**config.mk**
```make
export PLATFORM = sky130hd
export DESIGN_NAME = fbpa_cfg
export DESIGN_NICKNAME = d
export VERILOG_FILES = /design/src/rtl/core/fbpa_pkg.sv /design/src/rtl/core/fbpa_cfg.sv
export SDC_FILE = /design/constraint.sdc
export NUM_CORES = 1
export LEC_CHECK = 0
export ABC_AREA = 1
export BUFFER_PORTS_ARGS = -buffer_cell sky130_fd_sc_hd__buf_2
export CORE_ASPECT_RATIO = 0.8
export CORE_MARGIN = 5
export CORE_UTILIZATION = 45
export CTS_BUF_LIST = sky130_fd_sc_hd__clkbuf_8
export DETAILED_ROUTE_END_ITERATION = 16
export GPL_ROUTABILITY_DRIVEN = 0
export GPL_TIMING_DRIVEN = 0
export PLACE_DENSITY_LB_ADDON = 0.1
export SETUP_SLACK_MARGIN = 0.05
export SYNTH_ARGS = -nofsm -noshare
export SYNTH_HDL_FRONTEND = slang
export SYNTH_SLANG_ARGS = --single-unit
```
**constraint.sdc**
```tcl
create_clock -name clk -period 5.8 [get_ports clk]
set_input_delay 0.29 -clock clk [delete_from_list [all_inputs] [get_ports clk]]
set_output_delay 0.29 -clock clk [all_outputs]
set_load 0.02 [all_outputs]
```
**src/rtl/core/fbpa_pkg.sv**
```systemverilog
// Shared constants, codes and interface structs of the fixed block pool allocator.
package fbpa_pkg;

  // Depth of the free-offset stack.
  localparam int unsigned MAX_BLOCKS = 256;
  localparam int unsigned PTR_W      = $clog2(MAX_BLOCKS);
  localparam int unsigned CNT_W      = $clog2(MAX_BLOCKS + 1);

  localparam int unsigned ADDR_W     = 32;
  localparam int unsigned SIZE_W     = 16;
  localparam int unsigned NBLK_W     = 9;
  localparam int unsigned OFF_W      = 24;
  localparam int unsigned CFG_IDX_W  = 2;
  localparam int unsigned CFG_DATA_W = 32;
  localparam int unsigned STATUS_W   = 3;

  typedef enum logic [STATUS_W-1:0] {
    ST_OK         = 3'd0,
    ST_TOO_LARGE  = 3'd1,
    ST_BAD_ALIGN  = 3'd2,
    ST_EMPTY      = 3'd3,
    ST_MISALIGNED = 3'd4,
    ST_IGNORED    = 3'd5,
    ST_FULL       = 3'd6
  } status_t;

  typedef enum logic {
    OP_ALLOC   = 1'b0,
    OP_RELEASE = 1'b1
  } op_t;

  typedef enum logic [CFG_IDX_W-1:0] {
    CFG_POOL_BASE  = 2'd0,
    CFG_BLOCK_SIZE = 2'd1,
    CFG_NUM_BLOCKS = 2'd2
  } cfg_idx_t;

  typedef struct packed {
    logic [ADDR_W-1:0] pool_base;
    logic [SIZE_W-1:0] blk_bytes;
    logic [CNT_W-1:0]  eff_blocks;
    logic [ADDR_W:0]   pool_limit;
    logic              rebuild;
  } cfg_view_t;

  typedef struct packed {
    logic [OFF_W-1:0] top;
    logic [CNT_W-1:0] count;
  } stack_view_t;

  typedef struct packed {
    logic             pop;
    logic             push;
    logic [OFF_W-1:0] push_off;
  } stack_cmd_t;

  typedef struct packed {
    op_t               op;
    logic [SIZE_W-1:0] size;
    logic [SIZE_W-1:0] align;
    logic [ADDR_W-1:0] addr;
  } item_t;

  typedef struct packed {
    logic [ADDR_W-1:0] addr;
    status_t           status;
  } result_t;

endpackage

```
**src/rtl/core/fbpa_cfg.sv**
```systemverilog
// Configuration registers, pool bounds and the rebuild cycle of the allocator.
module fbpa_cfg (
  input  logic                                clk,
  input  logic                                rst_n,
  input  logic                                cfg_wr_en,
  input  logic [fbpa_pkg::CFG_IDX_W-1:0]      cfg_index,
  input  logic [fbpa_pkg::CFG_DATA_W-1:0]     cfg_wr_data,
  output fbpa_pkg::cfg_view_t                 cfg
);

  logic [fbpa_pkg::ADDR_W-1:0]           pool_base_r;
  logic [fbpa_pkg::SIZE_W-1:0]           blk_bytes_r;
  logic [fbpa_pkg::NBLK_W-1:0]           num_blocks_r;
  logic                                  rebuild_r;
  logic [fbpa_pkg::ADDR_W:0]             pool_limit_r;
  logic [fbpa_pkg::ADDR_W:0]             pool_limit_nxt;
  logic [fbpa_pkg::CNT_W-1:0]            eff_blocks;
  logic [fbpa_pkg::CNT_W+fbpa_pkg::SIZE_W-1:0] span;
  logic                                  known_idx;

  // Pool sizes above the stack depth are clamped to it.
  assign eff_blocks = (32'(num_blocks_r) > fbpa_pkg::MAX_BLOCKS) ?
                      fbpa_pkg::CNT_W'(fbpa_pkg::MAX_BLOCKS) :
                      fbpa_pkg::CNT_W'(num_blocks_r);

  assign span           = eff_blocks * blk_bytes_r;
  assign pool_limit_nxt = {1'b0, pool_base_r} + (fbpa_pkg::ADDR_W + 1)'(span);

  assign known_idx = (cfg_index == fbpa_pkg::CFG_POOL_BASE) ||
                     (cfg_index == fbpa_pkg::CFG_BLOCK_SIZE) ||
                     (cfg_index == fbpa_pkg::CFG_NUM_BLOCKS);

  always_ff @(posedge clk) begin
    if (!rst_n) begin
      pool_base_r  <= '0;
      blk_bytes_r  <= fbpa_pkg::SIZE_W'(64);
      num_blocks_r <= fbpa_pkg::NBLK_W'(256);
      rebuild_r    <= 1'b1;
    end else begin
      rebuild_r <= cfg_wr_en && known_idx;
      if (cfg_wr_en) begin
        case (cfg_index)
          fbpa_pkg::CFG_POOL_BASE:  pool_base_r  <= cfg_wr_data[fbpa_pkg::ADDR_W-1:0];
          fbpa_pkg::CFG_BLOCK_SIZE: blk_bytes_r  <= cfg_wr_data[fbpa_pkg::SIZE_W-1:0];
          fbpa_pkg::CFG_NUM_BLOCKS: num_blocks_r <= cfg_wr_data[fbpa_pkg::NBLK_W-1:0];
          default: ;
        endcase
      end
    end
  end

  // The end bound is only refreshed in the rebuild cycle, with settled registers.
  always_ff @(posedge clk) begin
    if (rebuild_r) begin
      pool_limit_r <= pool_limit_nxt;
    end
  end

  assign cfg.pool_base  = pool_base_r;
  assign cfg.blk_bytes  = blk_bytes_r;
  assign cfg.eff_blocks = eff_blocks;
  assign cfg.pool_limit = pool_limit_r;
  assign cfg.rebuild    = rebuild_r;

endmodule

```
## Word-level counts from Yosys, hierarchy flattened

Cells that the tools add are included.

| word-level totals | value |
|---|---|
| register bits after elaboration | 91 |
| input port bits | 37 |
| logic and storage cells | 18 |

| operators by class | value |
|---|---|
| add/sub/neg operators | 1 |
| $mul | 1 |
| order comparisons | 1 |
| equality and inequality tests | 2 |
| muxes and demuxes | 1 |
| reductions and logical operators | 7 |

Operator list:

| kind | count |
|---|---|
| $add A32 B25 Y33 | 1 |
| $mul A9 B16 Y25 | 1 |
| $gt A9 B9 Y1 const B | 1 |
| $mux W9 | 1 |
| $reduce_and A2 Y1 | 3 |
| $eq A2 B1 Y1 const B | 1 |
| $eq A2 B2 Y1 const B | 1 |
| $logic_not A2 Y1 | 1 |
| $logic_or A1 B1 Y1 | 2 |
| $logic_and A1 B1 Y1 | 1 |

## Logic depth before layout (Yosys ltp)

| depth | value |
|---|---|
| word-level depth | 4 |
| mapped depth | 28 |
| mapped depth without buffers | 27 |

## Worst setup path after synthesis

No wires, ideal clock.

| path | value |
|---|---|
| path kind | register to register |
| start point | reg num_blocks_r[8] (netlist bit) |
| end point | reg pool_limit_r[28] (netlist bit) (data pin) |
| arrival time | 5.025 ns |
| required time | 5.547 ns |
| path slack | 0.523 ns |
| stages on the path, launching flop included | 22 |
| clock period less this slack | 5.277 ns |
| cells stage by stage | dfxtp_1 -> buf_2 -> nor2_1 -> inv_1 -> buf_2 -> nor2_1 -> fa_1 -> fa_1 -> fa_1 -> fa_1 -> inv_1 -> fa_1 -> inv_1 -> ha_1 -> nand2_1 -> inv_1 -> a21oi_1 -> nand2_1 -> a21oi_1 -> nand2_1 -> nand2_1 -> nand2_1 |

RTL lines:

| what | RTL line | text |
|---|---|---|
| start, declared | fbpa_cfg.sv:13 | `logic [fbpa_pkg::NBLK_W-1:0] num_blocks_r;` |
| start signal, assigned | fbpa_cfg.sv:37 | `num_blocks_r <= fbpa_pkg::NBLK_W'(256);` |
| start signal, assigned | fbpa_cfg.sv:45 | `fbpa_pkg::CFG_NUM_BLOCKS: num_blocks_r <= cfg_wr_data[fbpa_pkg::NBLK_W-1:0];` |
| end signal, assigned | fbpa_cfg.sv:55 | `pool_limit_r <= pool_limit_nxt;` |
| end, declared | fbpa_cfg.sv:15 | `logic [fbpa_pkg::ADDR_W:0] pool_limit_r;` |

## Worst setup path in the final report

| path | value |
|---|---|
| start point | reg num_blocks_r[1] (netlist bit) |
| end point | reg pool_limit_r[24] (netlist bit) (data pin) |

| on the way | value |
|---|---|
| word-level cells in the longest chain between the ends | 4 |

RTL lines:

| what | RTL line | text |
|---|---|---|
| $gt A9 B9 Y1 | fbpa_cfg.sv:22 | `assign eff_blocks = (32'(num_blocks_r) > fbpa_pkg::MAX_BLOCKS) ?` |
| $mux W9 (*) | fbpa_cfg.sv:22 |  |
| $mul A9 B16 Y25 (*) | fbpa_cfg.sv:26 | `assign span = eff_blocks * blk_bytes_r;` |
| $add A32 B25 Y33 (*) | fbpa_cfg.sv:27 | `assign pool_limit_nxt = {1'b0, pool_base_r} + (fbpa_pkg::ADDR_W + 1)'(span);` |
| via pool_limit_nxt (one bit) | fbpa_cfg.sv:16 | `logic [fbpa_pkg::ADDR_W:0] pool_limit_nxt;` |

Mark *: on every way through the listed nets, which the timed path passes. The rest lies on a longest branch.
A chain may end at the register's enable or synchronous reset.

==> out/metrics.yaml <==
die:
  initial_core_util_pct: 46.03
  die-height_um: 137.8
  top_level_ports: 128
  core_area_mm2: 0.01997
  die_area_mm2: 0.02340
  num_rows: 46
  die_width_um: 169.8
synthesis:
  async_flop_share_pct: 0
  syn_avg_cell_area_um2: 7.635
  synth_compound_area_share_pct: 6.370
  synth.distinct_cells: 30
  synth.mux.area_fraction_pct: 0
  synthesis.area_mm2: 0.009193
  synthSimpleGateAreaFrac_pct: 21.07
  syn_nets: 1420
  synth_top_area_cell: "fa_1"
  synth-adder-area-share_pct: 34.16
  synth-edff-count: 33
  synth_top_family_by_area: "adder cells"
  ys_seq_area_share_pct: 23.41
  yosys_register_bits: 91
  synth_top_area_share_pct: 26.13
  ys.warnings.count: 0
  synthTopCellsByArea: "fa_1 26%, dfxtp_1 13%, inv_1 12%, nand2_1 12%, edfxtp_1 11%"
  synth_most_common_cell: "inv_1"
  synthCells: 1204
  synth_common_cells: "291 x inv_1, 285 x nand2_1, 133 x nor2_1, 120 x fa_1"
  synth_flop_cell: "dfxtp_1"
  yosys.area_share.xor_xnor_pct: 1.429
critical_path:
  cp-end-kind: "register"
  timing.rr.end: "pool_limit_r[24]$_DFFE_PP_"
  crit_slowest_cell: "fa_1"
  cp_max_fo: 10
  r2r-start: "num_blocks_r[1]$_SDFFE_PN0P_"
  cp-start-kind: "register"
  r2r_slack_ns: 0.30
  slowest_delay_ns: 0.54
  cp.arrival_ns: 5.65
  worstSetupStartpoint: "num_blocks_r[1]$_SDFFE_PN0P_"
  critPathKind: "register to register"
  reg2reg_depth: 28
  required_ns: 5.95
detailed_routing:
  drt_iter0_drc: 578
  first_pass_iters: 5
  drc: 0
  highest_layer: "met4"
  m1WireLength_um: 12520
  met3WireLength_um: 2265
  totalWireLength_um: 27090
  final_antenna_net_count: 0
  via_per_inst: 4.936
  wl_met2_um: 11720
  vias: 7977
  wl_per_cell_um: 16.77
timing:
  finalClockSkew_ns: 0.01331
  setup_violations: 0
  rsz0062_at_grt: "no"
  setup-tns-final_ns: 0
  setup_ws_ns: 0.3002
  slew_violations: 0
  min_period_ns: 5.500
  max-slew-margin-rel_pct: 43.90
  max_freq_mhz: 181.8
  fin_crit_sh_pct: 94.82
  hold_viol: 0
  whs_ns: 0.1221
  tightest_slew_ns: 0.8415
global_routing:
  antenna_found_initial: 0
  grt.total_usage_pct: 24.20
  grt_pass1_wl_um: 43070
  grt_pass1_vias: 7956
  overflow: 0
  grt_max_degree: 35
flow_run:
  maxCapViolCount: 0
finish:
  syn_to_final_growth_pct: 14.60
  antenna_cells: 0
  drive_gt1_share_pct: 15.75
  final_nets: 1563
  postLayoutCoreUtil_pct: 52.75
cts:
  insertion_delay_ns: 0.39
  cts-root-buf: "clkbuf_8"
  cts_htree_levels: 3
  cts_tree: "built"
  cts_num_sinks: 91
  cts.clk_slew.worst_paths_ns: 0.10
  cts_buffer_depth: 2
  numCtsBuffers: 9
hold_path:
  hp-start: "cfg_wr_data[26]"
  hold_path_end: "pool_base_r[26]$_SDFFE_PN0P_"
  hold_path.class: "primary input to register"
  hold_depth: 3
power:
  p_total_mw: 1.660
  p_per_area_mw_per_mm2: 157.5
  p_leak_nw: 6.010
  ir_worst_vdd_v: 0.0001394
outcome:
  status: "completed"
placement:
  detailed_place_hpwl_um: 22390
  io_buffers: 126
  preCtsSetupSlack_ns: -0.1947
power by group:
group          switching, mW  total, mW  internal [mW]
clock network          0.259      0.502          0.243
logic                  0.267      0.398          0.131
registers             0.0411      0.760          0.719
layout by cell type, fill, tap and decap left out, drive strengths merged:
cell    Yosys  layout
bufinv      0       2
or2         1       1
inv       296     298
fa        120     120
o21ai      55      55
nand4       4       4
edfxtp     33      33
buf        14     142
nand2     298     298
ha         59      59
clkinv      0       3
clkbuf     12      25
and2        1       1
nor3        7       7
nand3b      1       1
dfxtp      58      58
nor2      137     137
nor4        1       1
nand3      31      31
xor2       15      15
a21oi      59      59
o211ai      2       2
worst max-delay path, delay by kind of cell, from the launching register on:
| family | cells | cell delay (ns) |
|---|---|---|
| buf+inv | 8 | 0.54 |
| compound gates | 1 | 0.16 |
| simple gates | 13 | 1.39 |
| flops | 1 | 0.35 |
| fa+ha+maj | 6 | 2.81 |
cell families after synthesis:
logic type,after synthesis
compound gates,116
fa+ha+maj,179
flops,91
xor+xnor,15
buf+inv,322
simple gates,481
worst max path at each step:
stage / to
floorplan: pool_limit_r[28]$_DFFE_PP_
global placement: pool_limit_r[28]$_DFFE_PP_
detailed placement: pool_limit_r[28]$_DFFE_PP_
CTS: pool_limit_r[28]$_DFFE_PP_
global route: pool_limit_r[24]$_DFFE_PP_
finish: pool_limit_r[24]$_DFFE_PP_
stage by stage:
stage	instances	area, µm²
floorplan	1204	9193
global placement	1594	10150
detailed placement	1594	10150
CTS	1610	10380
global route	1616	10540
finish	1616	10540
registers in the layout, summed over array words and instances, names as in the netlist:
name	flops
blk_bytes_r	16
rebuild_r	1
num_blocks_r	9
pool_limit_r	33
pool_base_r	32
layout make-up:
type	count	area, µm²
buffer	26	150.1
clock buffer	9	123.9
clock inverter	7	92.59
fill	2037	9437
inverter	296	1119
multi-input combinational	791	5888
sequential	91	2156
tap	264	330.3
timing repair buffer	132	675.6
layer usage:
layer	global-route usage [%]	vias up
li1	-	3860
met1	34.54	3774
met2	37.64	301
met3	5.364	42
met4	6.035	0
met5	0	-
what timing repair did:
action                     4_1_cts  5_1_grt
pin swaps                        0        4
gates resized for setup          3       37
buffers inserted                 0        6
setup endpoints to repair       19       23
hold buffers                     0        0
(Power assumes the default switching activity.)
