### src/rtl/core/fbpa_pkg.sv
// Shared constants, codes and interface structs of the fixed block pool allocator.
package fbpa_pkg;

  // Depth of the free-offset stack.
  localparam int unsigned MAX_BLOCKS = 256;
  localparam int unsigned PTR_W      = $clog2(MAX_BLOCKS);
  localparam int unsigned CNT_W      = $clog2(MAX_BLOCKS + 1);

  localparam int unsigned ADDR_W     = 32;
  localparam int unsigned SIZE_W     = 16;
  localparam int unsigned NBLK_W     = 9;
  localparam int unsigned OFF_W      = 24;
  localparam int unsigned CFG_IDX_W  = 2;
  localparam int unsigned CFG_DATA_W = 32;
  localparam int unsigned STATUS_W   = 3;

  typedef enum logic [STATUS_W-1:0] {
    ST_OK         = 3'd0,
    ST_TOO_LARGE  = 3'd1,
    ST_BAD_ALIGN  = 3'd2,
    ST_EMPTY      = 3'd3,
    ST_MISALIGNED = 3'd4,
    ST_IGNORED    = 3'd5,
    ST_FULL       = 3'd6
  } status_t;

  typedef enum logic {
    OP_ALLOC   = 1'b0,
    OP_RELEASE = 1'b1
  } op_t;

  typedef enum logic [CFG_IDX_W-1:0] {
    CFG_POOL_BASE  = 2'd0,
    CFG_BLOCK_SIZE = 2'd1,
    CFG_NUM_BLOCKS = 2'd2
  } cfg_idx_t;

  typedef struct packed {
    logic [ADDR_W-1:0] pool_base;
    logic [SIZE_W-1:0] blk_bytes;
    logic [CNT_W-1:0]  eff_blocks;
    logic [ADDR_W:0]   pool_limit;
    logic              rebuild;
  } cfg_view_t;

  typedef struct packed {
    logic [OFF_W-1:0] top;
    logic [CNT_W-1:0] count;
  } stack_view_t;

  typedef struct packed {
    logic             pop;
    logic             push;
    logic [OFF_W-1:0] push_off;
  } stack_cmd_t;

  typedef struct packed {
    op_t               op;
    logic [SIZE_W-1:0] size;
    logic [SIZE_W-1:0] align;
    logic [ADDR_W-1:0] addr;
  } item_t;

  typedef struct packed {
    logic [ADDR_W-1:0] addr;
    status_t           status;
  } result_t;

endpackage

### src/rtl/core/fbpa_exec.sv
// Allocate and release decision for one item against the current stack top.
module fbpa_exec (
  input  logic                   go,
  input  fbpa_pkg::item_t        item,
  input  fbpa_pkg::cfg_view_t    cfg,
  input  fbpa_pkg::stack_view_t  stk,
  output fbpa_pkg::stack_cmd_t   cmd,
  output fbpa_pkg::result_t      res
);

  logic [fbpa_pkg::SIZE_W-1:0] align_m1;
  logic                        align_ok;
  logic [fbpa_pkg::ADDR_W-1:0] cand_addr;
  logic                        misaligned;
  logic                        in_pool;
  logic                        full;
  logic [fbpa_pkg::ADDR_W-1:0] rel_off;

  assign align_m1   = item.align - fbpa_pkg::SIZE_W'(1);
  assign align_ok   = (item.align != '0) && ((item.align & align_m1) == '0);
  assign cand_addr  = cfg.pool_base + fbpa_pkg::ADDR_W'(stk.top);
  assign misaligned = (cand_addr[fbpa_pkg::SIZE_W-1:0] & align_m1) != '0;
  assign in_pool    = (item.addr != '0) && (item.addr >= cfg.pool_base) &&
                      ({1'b0, item.addr} < cfg.pool_limit);
  assign full       = 32'(stk.count) >= fbpa_pkg::MAX_BLOCKS;
  assign rel_off    = item.addr - cfg.pool_base;

  always_comb begin
    cmd.pop      = 1'b0;
    cmd.push     = 1'b0;
    cmd.push_off = rel_off[fbpa_pkg::OFF_W-1:0];
    res.addr     = '0;
    res.status   = fbpa_pkg::ST_OK;
    case (item.op)
      fbpa_pkg::OP_ALLOC: begin
        if (item.size > cfg.blk_bytes) begin
          res.status = fbpa_pkg::ST_TOO_LARGE;
        end else if (!align_ok) begin
          res.status = fbpa_pkg::ST_BAD_ALIGN;
        end else if (stk.count == '0) begin
          res.status = fbpa_pkg::ST_EMPTY;
        end else if (misaligned) begin
          res.status = fbpa_pkg::ST_MISALIGNED;
        end else begin
          cmd.pop  = go;
          res.addr = cand_addr;
        end
      end
      fbpa_pkg::OP_RELEASE: begin
        if (!in_pool) begin
          res.status = fbpa_pkg::ST_IGNORED;
        end else if (full) begin
          res.status = fbpa_pkg::ST_FULL;
        end else begin
          cmd.push = go;
        end
      end
      default: ;
    endcase
  end

endmodule

### config.mk
export PLATFORM = sky130hd
export DESIGN_NAME = fbpa_exec
export DESIGN_NICKNAME = d
export VERILOG_FILES = /design/src/rtl/core/fbpa_pkg.sv /design/src/rtl/core/fbpa_exec.sv
export SDC_FILE = /design/constraint.sdc
export NUM_CORES = 1
export LEC_CHECK = 0
export BUFFER_PORTS_ARGS = -buffer_cell sky130_fd_sc_hd__buf_2
export CAP_MARGIN = 20
export CORE_MARGIN = 5
export CORE_UTILIZATION = 32
export DETAILED_ROUTE_END_ITERATION = 16
export GPL_TIMING_DRIVEN = 0
export SYNTH_ARGS = -nofsm -noshare
export SYNTH_HDL_FRONTEND = slang
export SYNTH_SLANG_ARGS = --single-unit
### constraint.sdc
create_clock -name vclk -period 4.73
set_input_delay 0.473 -clock vclk [all_inputs]
set_output_delay 0.473 -clock vclk [all_outputs]
set_load 0.005 [all_outputs]
# Yosys cells after proc, flatten, opt, wreduce, memory -nomap -nowiden
# Index checks and enable logic that the tools add are counted.
# word_totals
regBits	0
out_inout_bits	61
# classes
n_addsub	3
order_cmp	4
muxes	20
bitwise	3
n_reduce_logical	8
# ops
op	count
2-to-1 mux 32 bit	5
< comparator 32 x 33 -> 1 bit	1
adder 32 x 24 -> 32 bit	1
bitwise AND 16 bit	2
greater-or-equal comparator 32 bit	1
nonzero test 16 bit	2
nonzero test 32 bit	1
subtractor 24 bit	1
2-to-1 mux 3 bit	6
greater-than comparator 16 bit	1
zero test 16 bit	1
subtractor 16 x 1 -> 16 bit (second input constant)	1
greater-or-equal comparator 9 bit (second input constant)	1
zero test 9 bit	1
2-to-1 mux 1 bit	8
case mux 3 bit (2 select lines)	1
logical AND 1 bit	3
inverter 1 bit	1

# Longest topological paths before layout
# Gate-level depths: netlist (run 1).
# logic_depth
word_depth	8
mapped_depth	16
depth_no_buf	14

# Worst setup path before layout (run 1)
# OpenSTA, ideal clock, no wires.
# synth_path
path_type	input to output
start	input port item[35] (netlist name)
end	output port res[26] (netlist name)
arrival_ns	3.837
required_time_ns	4.257
setup_slack_ns	0.420
path_stages	15
path_cell_list	or4_1 -> nor4_1 -> nand2b_1 -> or2_2 -> ha_1 -> nor2_1 -> a211oi_1 -> nand4_1 -> or4_1 -> nor4_2 -> o2111ai_1 -> or3_1 -> buf_6 -> buf_8 -> nor3_4
# synth_rtl
item	line_no	text
from (decl)	fbpa_exec.sv:4	input fbpa_pkg::item_t item,
to (decl)	fbpa_exec.sv:8	output fbpa_pkg::result_t res

==> results of run 1 <==
==> per-stage QoR <==
stage	utilization [%]	hold WS (ps)	setup TNS, ps
2_1_floorplan	-	982	0
3_3_place_gp	41.9	1230	-2770
3_5_place_dp	41.9	1230	-2630
4_1_cts	42.3	1230	0
5_1_grt	42.5	1250	0
6_report	42.5	1230	0
==> final cells by class <==
class / instances / area, um2 / area share (%)
multi-input cells: 592 / 4510 / 70.4
repair buffers: 242 / 1210 / 18.9
inverters: 101 / 379 / 5.91
well taps: 188 / 235 / 3.67
plain buffers: 9 / 66.3 / 1.03
diodes: 2 / 5.00 / 0.0781
==> worst min-delay path by stage <==
| stage | start | end | slack [ps] | cells past startpoint |
|---|---|---|---|---|
| final | stk[8] | cmd[24] | 1230 | 3 |
| after global routing | stk[8] | cmd[24] | 1250 | 3 |
| after CTS | stk[8] | cmd[24] | 1230 | 3 |
| after detailed placement | stk[8] | cmd[24] | 1230 | 3 |
| after global placement | stk[8] | cmd[24] | 1230 | 3 |
| after floorplan | stk[8] | cmd[24] | 980 | 1 |
==> worst max-delay path, cell delays in order <==
cell and delay, ps:
buf_2 120, or4_4 530, nor4_4 180, nand2b_1 120, or2_4 250, ha_4 270
nor2_1 50, a211oi_2 190, nand4_1 110, or4_4 500, nor4_4 170, o2111ai_2 160
or3_1 340, buf_6 150, buf_8 150, nor3_4 160, buf_2 130
==> logic make-up (layout without fill, tap and decap cells) <==
| logic type | Yosys count | after routing | synth area share, % |
|---|---|---|---|
| AO/OA/AOI/OAI | 183 | 183 | 25.3 |
| AND/OR/NAND/NOR | 242 | 242 | 26.1 |
| adder cells (fa/ha/maj) | 121 | 121 | 31.3 |
| buffers and inverters | 110 | 352 | 9.06 |
| XOR/XNOR | 45 | 45 | 8.06 |
| multiplexers | 1 | 1 | 0.205 |
| other | 0 | 2 | 0 |
==> cell usage in the layout (no fill, tap or decap), types with 4 or more instances in the layout <==
cell,instances
a211oi_1,9
o211ai_1,9
a2111oi_0,4
nor3_1,17
and3_1,5
a21oi_1,51
nand3_1,11
buf_2,242
o22ai_1,5
a31oi_1,7
nor2_1,62
nor2b_1,10
a21o_1,29
inv_1,101
o21bai_1,5
or2_2,7
nand3b_1,4
nand2_1,40
o21a_1,8
xnor2_1,29
ha_1,118
xor2_1,16
nor4_1,13
nand4_1,19
or3_1,9
and2_1,9
o21ai_0,27
o31ai_1,5
nand2b_1,10
==> Yosys cell counts (all sizes together), types with 2 or more instances <==
| cell | count | share of area (%) |
|---|---|---|
| xnor2 | 29 | 5.2 |
| and2 | 10 | 1.3 |
| o21a | 8 | 1.2 |
| o2111ai | 4 | 0.72 |
| o31ai | 6 | 1.2 |
| nor2b | 10 | 1.3 |
| o31a | 2 | 0.36 |
| and3 | 5 | 0.64 |
| xor2 | 16 | 2.9 |
| o21bai | 5 | 0.77 |
| fa | 2 | 0.82 |
| nor3 | 19 | 2.3 |
| nand4b | 2 | 0.36 |
| ha | 119 | 30 |
| o211ai | 9 | 1.4 |
| o41ai | 2 | 0.36 |
| nor4 | 15 | 2.0 |
| a31oi | 7 | 0.90 |
| nand3b | 4 | 0.61 |
| a21oi | 51 | 5.2 |
| or3 | 9 | 1.2 |
| and4b | 2 | 0.41 |
| nor2 | 65 | 5.0 |
| a211oi | 11 | 1.8 |
| a21o | 29 | 4.5 |
| or2 | 8 | 1.0 |
| nand4 | 19 | 2.4 |
| nand3 | 11 | 1.1 |
| or4 | 5 | 0.77 |
| inv | 101 | 7.8 |
| buf | 6 | 1.0 |
| nand2 | 40 | 3.1 |
| o21ai | 28 | 2.9 |
| a2111oi | 5 | 1.3 |
| o22ai | 5 | 0.64 |
| nor3b | 3 | 0.46 |
| clkbuf | 3 | 0.26 |
| nand2b | 10 | 1.3 |
==> metal layers <==
metal / routed length (um) / vias up / track usage, %
li1: - / 3024 / -
met3: 1010 / 14 / 2.11
met2: 8100 / 172 / 32.7
met5: 0 / - / 0
met1: 7590 / 2523 / 23.1
met4: 227 / 0 / 2.29
==> power groups by stage <==
stage	combinational [mW]	clock (mW)	sequential [mW]
detailed placement	0.666	0	0
floorplan	0.425	0	0
finish	0.674	0.0000000566	0
CTS	0.677	0	0
global route	0.764	0.0000000566	0
global placement	0.664	0	0
==> repair_timing <==
item,CTS,global route
pin swaps,7,4
setup endpoints to repair,32,32
buffers inserted,1,0
resized for setup,8,6
==> flow_metrics.py, run 1 <==
metrics = {
    "timing": {
        "finalHoldViolCount": 0,
        "worst_slew_pin_slew_ps": 769,
        "fmax_ghz": 0.220,
        "post-route-min-period_ps": 4540,
        "finalSetupViolations": 0,
        "final-max-slew-violation-count": 0,
        "fin_crit_sh_pct": 96.0,
        "relSlewSlack_pct": 48.3,
        "rsz0062_at_grt": "no",
        "fin_ws_ps": 189,
    },
    "synthesis": {
        "synth_area_um2": 4890,
        "ys_types": 67,
        "synth_warnings": 0,
        "synth-seq-area-share_pct": 0,
        "syn_avg_cell_area_um2": 6.96,
        "syn_nets": 1013,
        "synthCells": 702,
    },
    "global_routing": {
        "gr-total-overflow": 0,
        "grtUsageTotal_pct": 17.9,
        "antenna_found_initial": 2,
        "grt_pass1_vias": 5671,
        "grt_max_degree": 11,
        "grt_pass1_wl_um": 27100,
    },
    "finish": {
        "final_area_um2": 6410,
        "seq_area_um2": 0,
        "seq_cells": 0,
        "area.growth.synth_to_final_pct": 31.1,
        "drive_gt1_share_pct": 29.1,
        "nClkBuffers": 0,
        "fin_cells": 1134,
        "final_nets": 1257,
        "fill_cells": 1662,
    },
    "detailed_routing": {
        "drtAntennaViolNets": 0,
        "wl_per_cell_um": 14.9,
        "avgViaCountPerCell": 5.06,
        "drt-pass1-iter-count": 4,
        "drc": 0,
        "drt_iter0_markers": 208,
        "num_vias": 5733,
        "wl_um": 16900,
    },
    "placed_design": {
        "place_inst": 1131,
        "gp_congestion": 0.894,
        "postPlaceCellArea_um2": 6330,
        "place_ws_ps": -134,
        "numPortBuffers": 241,
        "dp_hpwl_um": 15400,
    },
    "power_and_ir_drop": {
        "intPower_mw": 0.308,
        "power_mw": 0.674,
        "seq_power_share_pct": 0,
        "power.switching_mw": 0.366,
        "pwr-share-comb_pct": 100.0,
        "power_frac_clock_pct": 0,
        "swShare_pct": 54.3,
        "vdd_ir_drop_max_mv": 0.0600,
        "cellPowerDensity_nw_per_um2": 105,
        "leakage_nw": 3.52,
    },
    "floorplanning": {
        "die_w_um": 134,
        "rows": 45,
        "start_util_pct": 32.4,
        "fp.dieH_um": 134,
        "die_area_um2": 17800,
        "core_area_um2": 15100,
        "pin_count": 251,
    },
    "worst_setup_path": {
        "end_kind": "output port",
        "startpoint": "item[36]",
        "endpoint": "res[26]",
        "crit_arrival_ps": 4070,
        "cp-start-kind": "input port",
        "crit_type": "input port to output port",
        "required_ps": 4260,
        "critPathMaxFanout": 10,
    },
    "min_path": {
        "hold_class": "input port to output port",
    },
    "clock_tree": {
        "cts-hold-fix-buffers": 0,
    },
    "flow_run": {
        "maxCapViolCount": 0,
    },
    "outcome": {
        "outcome": "finished clean",
    },
}
No activity file was read; power rests on OpenSTA's default activity.
==> run 2: changes to the inputs <==
--- a/config.mk
+++ b/config.mk
@@ -11,6 +11,7 @@
 export CORE_UTILIZATION = 32
 export DETAILED_ROUTE_END_ITERATION = 16
 export GPL_TIMING_DRIVEN = 0
+export SETUP_SLACK_MARGIN = 0.5
 export SYNTH_ARGS = -nofsm -noshare
 export SYNTH_HDL_FRONTEND = slang
 export SYNTH_SLANG_ARGS = --single-unit
==> flow_metrics.py, run 2 (synthesized netlist as in run 1, its figures left out) <==
metrics = {
    "outcome": {
        "outcome": "finished clean",
    },
    "timing": {
        "post-route-min-period_ps": 4490,
        "relSlewSlack_pct": 45.8,
        "finalHoldViolCount": 0,
        "tns_ps": 0,
        "fin_crit_sh_pct": 95.0,
        "finalSetupViolations": 0,
        "fmax_ghz": 0.223,
        "final-max-slew-violation-count": 0,
        "fin_ws_ps": 239,
        "rsz0062_at_grt": "yes",
        "worst_slew_pin_slew_ps": 806,
    },
    "detailed_routing": {
        "wl_um": 17200,
        "drc": 0,
        "avgViaCountPerCell": 5.05,
        "drtAntennaViolNets": 0,
        "wl_per_cell_um": 15.1,
        "drt_iter0_markers": 216,
        "num_vias": 5782,
        "drt-pass1-iter-count": 4,
    },
    "power_and_ir_drop": {
        "swShare_pct": 54.5,
        "seq_power_share_pct": 0,
        "power.switching_mw": 0.376,
        "power_frac_clock_pct": 0,
        "intPower_mw": 0.313,
        "leakage_nw": 3.60,
        "pwr-share-comb_pct": 100.0,
        "cellPowerDensity_nw_per_um2": 104,
        "vdd_ir_drop_max_mv": 0.0442,
    },
    "finish": {
        "mostFrequentLayoutCell": "buf_2",
        "fill_cells": 1645,
        "seq_cells": 0,
        "final_cell_mix": "buf_2 (238), ha_1 (117), inv_1 (101)",
        "final_nets": 1268,
        "nClkBuffers": 0,
        "area.growth.synth_to_final_pct": 36.1,
        "final_area_um2": 6650,
        "seq_area_um2": 0,
        "fin_cells": 1145,
        "drive_gt1_share_pct": 31.7,
    },
    "worst_setup_path": {
        "startpoint": "item[38]",
        "crit_type": "input port to output port",
        "cp-start-kind": "input port",
        "required_ps": 4260,
        "end_kind": "output port",
        "critPathMaxFanout": 6,
        "crit_arrival_ps": 4020,
    },
    "flow_run": {
        "maxCapViolCount": 0,
    },
    "placed_design": {
        "place_inst": 1131,
        "gp_congestion": 0.861,
        "dp_hpwl_um": 15400,
        "place_ws_ps": -27.8,
        "postPlaceCellArea_um2": 6340,
        "numPortBuffers": 241,
    },
    "global_routing": {
        "gr-total-overflow": 0,
        "grt_pass1_vias": 5583,
        "antenna_found_initial": 2,
        "grt_pass1_wl_um": 26700,
        "grt_max_degree": 11,
        "grtUsageTotal_pct": 17.7,
    },
    "floorplanning": {
        "core_area_um2": 15100,
        "rows": 45,
        "die_w_um": 134,
        "fp.dieH_um": 134,
        "die_area_um2": 17800,
        "start_util_pct": 32.4,
        "pin_count": 251,
    },
    "min_path": {
        "hold_start": "stk[8]",
        "hold_class": "input port to output port",
    },
    "clock_tree": {
        "cts-hold-fix-buffers": 0,
    },
}
[run 2: cell types whose count changed in the layout (fill, tap and decap cells not counted), moves of 4 or more]
cell,before,now
buf_2,242,238
nor2_1,62,51
nor2_2,3,7
nor2_4,0,7
buf_6,2,9
buf_4,2,8
[run 2: what timing repair did]
action	CTS	global route
endpoints found under the setup margin	33	38
hold endpoints to repair	0	0
pin swaps	10	11
gates resized for setup	19	28
buffers inserted	8	3
cloned	0	1
[run 2: stage by stage]
stage                     power, mW  utilization (%)  hold slack, ps
after floorplan               0.425                -             982
after global placement        0.664             42.0            1210
after detailed placement      0.666             42.0            1210
after CTS                     0.679             43.0            1210
after global routing          0.773             44.1            1220
final                         0.688             44.1            1210
[run 2: critical path, cell delays in order]
cell       delay (ps)
buf_6              90
or4_4             550
nor4_4            160
nand2b_1          130
or2_4             260
ha_4              270
nor2_2             40
a211oi_1          220
nand4_1           110
or4_4             440
nor4_4            180
o2111ai_2         170
or3_4             350
buf_8             150
buf_12            140
nor3_4            160
buf_2             130
[run 2: power by group through the flow]
stage	logic (mW)	clock network (mW)	registers, mW
detailed placement	0.666	0	0
global placement	0.664	0	0
floorplan	0.425	0	0
finish	0.688	0.0000000567	0
global route	0.773	0.0000000566	0
CTS	0.679	0	0
[run 2: metal layers]
metal  share of wire, %  global-route usage [%]  up-vias
met4               0.79                    2.11        0
met5                  0                       0        -
met3                4.9                    2.00       10
met2                 49                    32.5      144
li1                   -                       -     3058
met1                 46                    22.7     2570
[run 2: worst paths after layout]
check | endpoint | slack (ps) | cells past startpoint
worst max-delay path | res[26] | 240 | 17
worst min-delay path | cmd[24] | 1210 | 3
[run 2: layout make-up]
type                       count  area (um2)  share of cell area [%]
antenna                        2        5.00                  0.0752
buffer                         9        78.8                    1.19
inverter                     101         379                    5.70
multi-input combinational    592        4600                    69.2
tap                          188         235                    3.54
timing repair buffer         253        1350                    20.3
==> run 3: changes to the inputs <==
--- a/config.mk
+++ b/config.mk
@@ -10,7 +10,7 @@
 export CORE_MARGIN = 5
 export CORE_UTILIZATION = 32
 export DETAILED_ROUTE_END_ITERATION = 16
-export GPL_TIMING_DRIVEN = 0
+export PLACE_DENSITY = 0.66
 export SETUP_SLACK_MARGIN = 0.5
 export SYNTH_ARGS = -nofsm -noshare
 export SYNTH_HDL_FRONTEND = slang
==> flow_metrics.py, run 3 (synthesized netlist as in run 1, its figures left out) <==
metrics = {
    "timing": {
        "rsz0062_at_grt": "yes",
        "worst_slew_pin_slew_ps": 761,
        "fmax_ghz": 0.222,
        "post-route-min-period_ps": 4510,
        "fin_crit_sh_pct": 95.4,
        "finalHoldViolCount": 0,
        "final-max-slew-violation-count": 0,
        "finalSetupViolations": 0,
        "fin_ws_ps": 217,
        "tns_ps": 0,
        "relSlewSlack_pct": 47.9,
    },
    "floorplanning": {
        "die_w_um": 134,
        "rows": 45,
        "core_area_um2": 15100,
        "die_area_um2": 17800,
        "fp.dieH_um": 134,
        "pin_count": 251,
        "start_util_pct": 32.4,
    },
    "worst_setup_path": {
        "slowest_delay_ps": 540,
        "startpoint": "item[35]",
        "worstPathCellList": "buf_6 > or4_4 > nor4_4 > nand2b_1 > or2_4 > ha_4 > or3b_4 > nor2_2 > nor2_1 > nand4_1 > or4_4 > nor4_4 > o2111ai_2 > or3_4 > buf_8 > buf_8 > nor2_2 > buf_2",
        "crit_type": "input port to output port",
        "critPathMaxFanout": 8,
        "crit_arrival_ps": 4040,
        "cpMaxStageDelayCell": "or4_4",
        "cp-start-kind": "input port",
        "required_ps": 4260,
        "critical-path-top-delay-family": "simple AND/OR/NAND/NOR gates",
        "end_kind": "output port",
        "crit_buf_inv": 4,
    },
    "power_and_ir_drop": {
        "power.switching_mw": 0.380,
        "intPower_mw": 0.315,
        "swShare_pct": 54.6,
        "cellPowerDensity_nw_per_um2": 106,
        "pwr-share-comb_pct": 100.0,
        "leakage_nw": 3.57,
        "seq_power_share_pct": 0,
        "vdd_ir_drop_max_mv": 0.0344,
        "power_frac_clock_pct": 0,
    },
    "detailed_routing": {
        "avgViaCountPerCell": 5.11,
        "wl_per_cell_um": 14.8,
        "drt-pass1-iter-count": 4,
        "drc": 0,
        "wl_um": 16900,
        "drt_iter0_markers": 248,
        "num_vias": 5823,
        "drtAntennaViolNets": 0,
    },
    "finish": {
        "final_nets": 1262,
        "drive_gt1_share_pct": 31.4,
        "seq_area_um2": 0,
        "area.growth.synth_to_final_pct": 34.5,
        "mostFrequentLayoutCell": "buf_2",
        "nClkBuffers": 0,
        "seq_cells": 0,
        "final_cell_mix": "buf_2 (238), ha_1 (118), inv_1 (101)",
        "final_util_pct": 43.6,
    },
    "global_routing": {
        "antenna_found_initial": 2,
        "grt_pass1_wl_um": 26400,
        "grt_max_degree": 18,
        "grtUsageTotal_pct": 17.4,
        "gr-total-overflow": 0,
        "grt_pass1_vias": 5640,
    },
    "outcome": {
        "outcome": "finished clean",
    },
    "placed_design": {
        "gp_congestion": 0.914,
        "place_ws_ps": 20.8,
        "numPortBuffers": 241,
        "dp_hpwl_um": 15100,
    },
    "min_path": {
        "hold_class": "input port to output port",
        "hold_start": "stk[8]",
    },
    "flow_run": {
        "maxCapViolCount": 0,
    },
    "clock_tree": {
        "cts-hold-fix-buffers": 0,
    },
}
==> run 3: changes by cell type in the layout (fill, tap and decap cells not counted), moves of 2 or more <==
cell	change
buf_6	-2
nor2_2	+5
nor2_4	-4
clkbuf_1	-2
==> run 3: path summary, 6_finish.rpt <==
kind	end	slack, ps	depth (start not counted)
worst max-delay path	res[6]	220	18
worst min-delay path	cmd[24]	1210	3
==> run 3: area by class of cell <==
| class | instances | area [um2] |
|---|---|---|
| multi-input cells | 592 | 4570 |
| diodes | 2 | 5.00 |
| fillers | 1601 | 8520 |
| repair buffers | 256 | 1380 |
| inverters | 101 | 379 |
| well taps | 188 | 235 |
==> run 3: tightest hold or removal path, stage by stage <==
cell and delay [ps]:
buf_2 100, nor3_1 50, buf_2 120
==> run 3: per-stage QoR <==
stage	power, mW	cells	hold slack [ps]	area (um2)
3_5_place_dp	0.675	1128	1210	6320
2_1_floorplan	0.425	702	982	4900
5_1_grt	0.781	1139	1230	6570
4_1_cts	0.692	1135	1210	6490
6_report	0.695	1139	1210	6570
3_3_place_gp	0.672	1128	1210	6320
==> run 3: layer usage <==
layer | up-vias | part of all wire (%) | GRT usage, %
met4 | 0 | 1.9 | 2.86
met1 | 2557 | 44 | 22.1
met5 | - | 0 | 0
met3 | 22 | 5.8 | 2.15
met2 | 200 | 48 | 31.8
li1 | 3044 | - | -
==> run 3: what timing repair did <==
action | 4_1_cts | 5_1_grt
pin swaps | 17 | 14
buffers inserted | 7 | 2
setup endpoints to repair | 33 | 34
gates resized for setup | 24 | 19
==> run 3: power groups by stage <==
stage	Sequential, mW	Combinational (mW)	Clock [mW]
after CTS	0	0.692	0
final	0	0.695	0.0000000565
after detailed placement	0	0.675	0
after floorplan	0	0.425	0
after global placement	0	0.672	0
after global routing	0	0.781	0.0000000565
